<file path="src/i2cblm_pkg.sv">
// types, constants and phase decode shared by the i2c bit-level master
package i2cblm_pkg;

  localparam int unsigned TICK_W    = 16;
  localparam int unsigned PHASE_W   = 5;
  localparam int unsigned BYTE_W    = 8;
  localparam int unsigned BYTE_TOP  = 7;
  localparam logic [TICK_W-1:0] PHASE_TICKS_RESET = 16'd100;

  localparam logic [PHASE_W-1:0] PHASES_SHORT = 5'd2;
  localparam logic [PHASE_W-1:0] PHASES_WRITE = 5'd27;
  localparam logic [PHASE_W-1:0] PHASES_READ  = 5'd20;
  localparam logic [PHASE_W-1:0] WR_DATA_END  = 5'd24;
  localparam logic [PHASE_W-1:0] WR_ACK_SCL   = 5'd25;
  localparam logic [PHASE_W-1:0] RD_BITS_END  = 5'd16;
  localparam logic [PHASE_W-1:0] RD_ACK_SDA   = 5'd17;
  localparam logic [PHASE_W-1:0] RD_ACK_SCL   = 5'd18;

  typedef enum logic [1:0] {
    REQ_START = 2'd0,
    REQ_STOP  = 2'd1,
    REQ_WRITE = 2'd2,
    REQ_READ  = 2'd3
  } req_type_t;

  typedef struct packed {
    logic              cmd_valid;
    logic [1:0]        req_type;
    logic [BYTE_W-1:0] tx_byte;
    logic              send_ack;
    logic              sda_in;
  } in_data_t;

  typedef struct packed {
    logic              sda_pull_low;
    logic              scl_pull_low;
    logic              busy_res;
    logic              done_res;
    logic [BYTE_W-1:0] rx_byte;
    logic              nack_seen;
  } out_data_t;

  typedef struct packed {
    logic sda;
    logic scl;
  } pins_t;

  function automatic logic [PHASE_W-1:0] phase_count(req_type_t cmd);
    case (cmd)
      REQ_WRITE: phase_count = PHASES_WRITE;
      REQ_READ:  phase_count = PHASES_READ;
      default:   phase_count = PHASES_SHORT;
    endcase
  endfunction

  function automatic logic phase_samples(req_type_t cmd, logic [PHASE_W-1:0] p);
    case (cmd)
      REQ_WRITE: phase_samples = (p == WR_ACK_SCL);
      REQ_READ:  phase_samples = (p != '0) && (p <= RD_BITS_END) && p[0];
      default:   phase_samples = 1'b0;
    endcase
  endfunction

  // p / 3 for p below 24 as (p * 11) >> 5
  function automatic pins_t apply_phase(req_type_t cmd, logic [PHASE_W-1:0] p,
                                        logic [BYTE_W-1:0] shift, logic ack,
                                        pins_t cur);
    logic [9:0] prod;
    logic [2:0] grp;
    logic [4:0] sub;
    pins_t      res;
    prod = 10'(p) * 10'd11;
    grp  = prod[7:5];
    sub  = p - 5'(grp) * 5'd3;
    res  = cur;
    case (cmd)
      REQ_START: begin
        if (p == '0) res.sda = 1'b1;
        else res.scl = 1'b1;
      end
      REQ_STOP: begin
        if (p == '0) res.scl = 1'b0;
        else res.sda = 1'b0;
      end
      REQ_WRITE: begin
        if (p < WR_DATA_END) begin
          if (sub == 5'd0) res.sda = ~shift[3'(BYTE_TOP) - grp];
          else if (sub == 5'd1) res.scl = 1'b0;
          else res.scl = 1'b1;
        end else if (p == WR_DATA_END) begin
          res.sda = 1'b0;
        end else if (p == WR_ACK_SCL) begin
          res.scl = 1'b0;
        end else begin
          res.scl = 1'b1;
        end
      end
      default: begin
        if (p == '0) res.sda = 1'b0;
        else if (p <= RD_BITS_END) res.scl = ~p[0];
        else if (p == RD_ACK_SDA) res.sda = ack;
        else if (p == RD_ACK_SCL) res.scl = 1'b0;
        else res.scl = 1'b1;
      end
    endcase
    return res;
  endfunction

endpackage

</file>
<file path="src/i2c_bit_level_master.sv">
// i2c bit-level master: one request is one clock tick of the pin sequencer
//
// Each request is one tick of an open-drain I2C master; every request yields
// one result carrying the pin drives, busy, done, the last read byte and the
// last ack sample. A request is taken every cycle: the sequencer state and the
// result register load in the same cycle, and a request is accepted whenever
// the result register is empty or being taken. Commands: start, stop, write
// byte (ack sampled into nack_seen), read byte (ack or nack driven per
// send_ack). Every pin phase lasts cfg_wdata ticks as last written (zero acts
// as one); a command offered while busy is ignored.
module i2c_bit_level_master (
  input  logic                         clk,
  input  logic                         rst_n,
  input  logic                         in_valid,
  output logic                         in_ready,
  input  i2cblm_pkg::in_data_t         in_data,
  output logic                         out_valid,
  input  logic                         out_ready,
  output i2cblm_pkg::out_data_t        out_data,
  input  logic                         cfg_we,
  input  logic [i2cblm_pkg::TICK_W-1:0] cfg_wdata
);
  import i2cblm_pkg::*;

  logic [TICK_W-1:0]  phase_ticks_r;
  logic [PHASE_W-1:0] phase_r, phase_nxt, phase_inc;
  logic [TICK_W-1:0]  div_r, div_nxt, div_inc, limit;
  logic [BYTE_W-1:0]  shift_r, shift_nxt;
  logic [BYTE_W-1:0]  rx_r, rx_nxt;
  req_type_t          cmd_r, cmd_nxt;
  logic               ack_r, ack_nxt;
  pins_t              pins_r, pins_nxt;
  logic               busy_r, busy_nxt;
  logic               nack_r, nack_nxt;
  logic               done;
  logic               in_fire;
  logic               out_valid_r;
  out_data_t          out_data_r;

  assign in_ready  = ~out_valid_r | out_ready;
  assign in_fire   = in_valid & in_ready;
  assign out_valid = out_valid_r;
  assign out_data  = out_data_r;
  assign limit     = (phase_ticks_r == '0) ? TICK_W'(1) : phase_ticks_r;

  always_comb begin
    cmd_nxt   = cmd_r;
    ack_nxt   = ack_r;
    shift_nxt = shift_r;
    phase_nxt = phase_r;
    div_nxt   = div_r;
    busy_nxt  = busy_r;
    pins_nxt  = pins_r;
    nack_nxt  = nack_r;
    rx_nxt    = rx_r;
    done      = 1'b0;
    div_inc   = '0;
    phase_inc = '0;
    if (!busy_r && in_data.cmd_valid) begin
      cmd_nxt   = req_type_t'(in_data.req_type);
      ack_nxt   = in_data.send_ack;
      shift_nxt = (cmd_nxt == REQ_WRITE) ? in_data.tx_byte : '0;
      phase_nxt = '0;
      div_nxt   = '0;
      busy_nxt  = 1'b1;
      pins_nxt  = apply_phase(cmd_nxt, '0, shift_nxt, ack_nxt, pins_r);
    end
    if (busy_nxt) begin
      div_inc = div_nxt + TICK_W'(1);
      if (div_inc >= limit) begin
        if (phase_samples(cmd_nxt, phase_nxt)) begin
          if (cmd_nxt == REQ_WRITE) nack_nxt = in_data.sda_in;
          else shift_nxt = {shift_nxt[BYTE_W-2:0], in_data.sda_in};
        end
        div_nxt   = '0;
        phase_inc = phase_nxt + PHASE_W'(1);
        if (phase_inc >= phase_count(cmd_nxt)) begin
          if (cmd_nxt == REQ_READ) rx_nxt = shift_nxt;
          busy_nxt  = 1'b0;
          phase_nxt = '0;
          done      = 1'b1;
        end else begin
          phase_nxt = phase_inc;
          pins_nxt  = apply_phase(cmd_nxt, phase_inc, shift_nxt, ack_nxt, pins_nxt);
        end
      end else begin
        div_nxt = div_inc;
      end
    end
  end

  always_ff @(posedge clk) begin
    if (!rst_n) begin
      phase_ticks_r <= PHASE_TICKS_RESET;
    end else if (cfg_we) begin
      phase_ticks_r <= cfg_wdata;
    end
  end

  always_ff @(posedge clk) begin
    if (!rst_n) begin
      cmd_r   <= REQ_START;
      ack_r   <= 1'b0;
      shift_r <= '0;
      phase_r <= '0;
      div_r   <= '0;
      busy_r  <= 1'b0;
      pins_r  <= '0;
      nack_r  <= 1'b0;
      rx_r    <= '0;
    end else if (in_fire) begin
      cmd_r   <= cmd_nxt;
      ack_r   <= ack_nxt;
      shift_r <= shift_nxt;
      phase_r <= phase_nxt;
      div_r   <= div_nxt;
      busy_r  <= busy_nxt;
      pins_r  <= pins_nxt;
      nack_r  <= nack_nxt;
      rx_r    <= rx_nxt;
    end
  end

  always_ff @(posedge clk) begin
    if (!rst_n) begin
      out_valid_r <= 1'b0;
    end else if (in_fire) begin
      out_valid_r <= 1'b1;
    end else if (out_ready) begin
      out_valid_r <= 1'b0;
    end
  end

  always_ff @(posedge clk) begin
    if (in_fire) begin
      out_data_r.sda_pull_low <= pins_nxt.sda;
      out_data_r.scl_pull_low <= pins_nxt.scl;
      out_data_r.busy_res     <= busy_nxt;
      out_data_r.done_res     <= done;
      out_data_r.rx_byte      <= rx_nxt;
      out_data_r.nack_seen    <= nack_nxt;
    end
  end

endmodule
</file>
<file path="config.mk">
export PLATFORM = sky130hd
export DESIGN_NAME = i2c_bit_level_master
export DESIGN_NICKNAME = d
export VERILOG_FILES = /design/src/i2cblm_pkg.sv /design/src/i2c_bit_level_master.sv
export SDC_FILE = /design/constraint.sdc
export NUM_CORES = 1
export LEC_CHECK = 0
export BUFFER_PORTS_ARGS = -buffer_cell sky130_fd_sc_hd__buf_2
export CAP_MARGIN = 40
export CORE_MARGIN = 2
export CORE_UTILIZATION = 39
export DETAILED_ROUTE_END_ITERATION = 10
export PLACE_DENSITY_LB_ADDON = 0.1
export SLEW_MARGIN = 20
export SYNTH_ARGS = -nofsm -noshare
export SYNTH_HDL_FRONTEND = slang
export SYNTH_SLANG_ARGS = --single-unit
</file>
<file path="constraint.sdc">
create_clock -name clk -period 22.7 [get_ports clk]
set_input_delay 5.675 -clock clk [delete_from_list [all_inputs] [get_ports clk]]
set_output_delay 5.675 -clock clk [all_outputs]
set_load 0.01 [all_outputs]
</file>
==> results.json <==
{
  "cp_slowest_cell": "nand2b_1",
  "cp.required_ns": 17.02,
  "htreeDepth": 3,
  "timing.final.crit_share_pct": 51.73,
  "postSynth.asyncResetShare_pct": 0,
  "synth_area_per_cell_um2": 8.490,
  "worstPathArrival_ns": 6.07,
  "grt_max_degree": 35,
  "port_buffers": 48,
  "path_max_fanout": 3,
  "swShare_pct": 24.75,
  "via_count": 4383,
  "ctsHoldBuffers": 0,
  "worst_slew_pin_slew_ns": 0.8271,
  "timing.hold.ws_ns": 0.4568,
  "startpoint_type": "input port",
  "syn-cell-area_um2": 5111,
  "crit_path_end_kind": "primary output",
  "dp_cells": 798,
  "finalHoldViolations": 0,
  "clock_latency_ns": 0.34,
  "finalClockSkew_ns": 0.007938,
  "utilization_pct": 45.65,
  "crit_path_max_incr_delay_ns": 0.15,
  "yosys_warnings": 0,
  "track_usage_pct": 19.49,
  "ys_ff_latch": 74,
  "power.density_nw_per_um2": 54.59,
  "cts_buffers": 9,
  "p_seq_share_pct": 44.4,
  "num_rows": 41,
  "critical_path_class": "in2out",
  "antenna_found_initial": 0,
  "slew_violations": 0,
  "fin_cells": 814,
  "p_switching_w": 0.00007847,
  "antenna_cells": 0,
  "avgRoutedWirePerCell_um": 16.02,
  "crit_top_cell": "buf_2",
  "top_level_ports": 49,
  "rsz0062_at_grt": "false",
  "outcome": "complete, no violations",
  "synth_nets": 683,
  "p_comb_share_pct": 10.9,
  "die_w_um": 118.5,
  "drt_iter0_drc": 273,
  "ys_seq_area_share_pct": 31.53,
  "coreArea_um2": 12720,
  "drive_gt1_share_pct": 15.11,
  "synthCells": 602,
  "fin_nets": 718,
  "drt_pre_antenna_iters": 4,
  "ys_types": 73,
  "p_leak_nw": 2.552,
  "synth_edf_count": 13,
  "root_buffer": "clkbuf_16",
  "cts_setup_buffers": 0,
  "via_per_inst": 5.385,
  "area_delta_synth_final_pct": 13.64,
  "ctsResizeCount": 0,
  "grt-ovfl-total": 0,
  "start_util_pct": 40.18,
  "fin_crit_ns": 11.74,
  "power.internal_w": 0.0002386,
  "timing.fmax_mhz": 85.17,
  "min_path_type": "reg2reg",
  "max_slew_margin_pct": 44.86,
  "clk_pin_slew_worst_paths_ns": 0.06,
  "drc_errors": 0,
  "setup_violations": 0,
  "wirelength_um": 13040,
  "path_cells": "buf_2, nand2b_1, buf_2",
  "die_h_um": 118.5,
  "ir_worst_vdd_v": 0.00003246,
  "fin_setup_tns_ns": 0,
  "clk_path_buf_depth": 2,
  "ant_nets": 0,
  "grt_pass1_vias": 4395,
  "cap_violations": 0,
  "grt_pass1_wl_um": 22020,
  "clockPowerShare_pct": 44.7,
  "clock_sinks": 74,
  "gp_congestion": 0.8750,
  "cts_tree": "built",
  "place_hpwl_um": 9725,
  "die_area_um2": 14040,
  "synth_ff_type": "dfxtp_1"
}
-- cell type report --
class | count | area (um2)
fill | 1302 | 6914
multi-input combinational | 452 | 3192
sequential | 74 | 1612
timing repair buffer | 56 | 327.8
clock buffer | 11 | 242.7
tap | 172 | 215.2
inverter | 44 | 165.2
clock inverter | 5 | 53.80
-- synth_stat cells, types with 3 or more instances --
library cell | count | area (um2)
dfxtp_1 | 61 | 1221
a211oi_1 | 5 | 37.54
a21oi_1 | 44 | 220.2
a31oi_1 | 3 | 18.77
buf_2 | 11 | 55.05
nand4_1 | 4 | 25.02
nand2_1 | 63 | 236.5
or3_1 | 4 | 25.02
clkbuf_1 | 16 | 60.06
inv_2 | 3 | 11.26
mux2i_1 | 26 | 260.3
and3_1 | 6 | 37.54
nand2b_1 | 8 | 50.05
o21ai_1 | 4 | 20.02
ha_1 | 44 | 550.5
o21a_1 | 5 | 37.54
nor4_1 | 5 | 31.28
inv_1 | 40 | 150.1
mux2_2 | 9 | 101.4
edfxtp_1 | 13 | 390.4
nor2_1 | 57 | 214.0
fa_1 | 3 | 60.06
o211ai_1 | 11 | 82.58
nor3_1 | 3 | 15.01
o21ai_0 | 11 | 55.05
and2_1 | 8 | 50.05
xnor2_1 | 10 | 87.58
a21o_1 | 10 | 75.07
buf_6 | 3 | 33.78
a32oi_1 | 3 | 26.28
nand3_1 | 34 | 170.2
a22oi_1 | 10 | 75.07
xor2_1 | 15 | 131.4
-- stage by stage --
| stage | total power [W] | instance area, um2 | setup slack [ns] |
|---|---|---|---|
| floorplan | 0.0001650 | 5111 | 11.17 |
| global placement | 0.0001767 | 5453 | 10.96 |
| detailed placement | 0.0001780 | 5512 | 10.78 |
| CTS | 0.0003202 | 5808 | 10.96 |
| global route | 0.0003318 | 5808 | 10.45 |
| finish | 0.0003170 | 5808 | 10.96 |
-- per-layer routing --
metal	up-vias	share of wire [%]	track usage (%)
met3	27	3.6	4.006
met1	2058	45	24.45
li1	2202	-	-
met4	0	3.3	7.813
met5	-	0	0
met2	96	48	32.66
-- power by group through the flow --
stage               clock [W]  combinational, W  sequential, W
floorplan                   0         0.0000217       0.000143
global placement            0         0.0000333       0.000143
detailed placement          0         0.0000345       0.000144
CTS                  0.000145         0.0000347       0.000141
global route         0.000152         0.0000385       0.000141
finish               0.000142         0.0000345       0.000141
-- final timing paths --
path	start	end	slack (ns)	cells past startpoint
max reg2reg	busy_r	out_data[12]	16.00	26
min reg2reg	shift_r[6]	shift_r[6]	0.46	2
min	shift_r[6]	shift_r[6]	0.46	2
max	out_ready	in_ready	10.96	3
-- cell families after synthesis --
group           Yosys count  share of synthesized area [%]
simple gates            211                          20.10
compound gates          130                          17.31
buf+inv                  76                          6.365
flops                    74                          31.53
fa+ha+maj                48                          12.14
mux                      36                          7.368
xor+xnor                 27                          5.190
-- state kept, by name (all words and copies together) (netlist names) --
| register | count |
|---|---|
| pins_r | 2 |
| ack_r | 1 |
| div_r | 16 |
| rx_r | 8 |
| nack_r | 1 |
| phase_r | 5 |
| phase_ticks_r | 16 |
| out_data | 13 |
| out_valid | 1 |
| cmd_r | 2 |
| busy_r | 1 |
| shift_r | 8 |
-- critical path, delay by kind of cell --
family / cells / cell delay, ns
AND/OR/NAND/NOR: 1 / 0.15
buffers and inverters: 2 / 0.24
-- layout by cell type, fill, tap and decap left out, drive strengths merged, types with 11 or more instances in the layout --
cell type and instances:
nand2 64, dfxtp 61, nor2 57, buf 56, a21oi 44, ha 44
inv 43, nand3 34, mux2i 26, xor2 15, o21ai 15, edfxtp 13
o211ai 12, clkbuf 11
(Power assumes the default switching activity.)
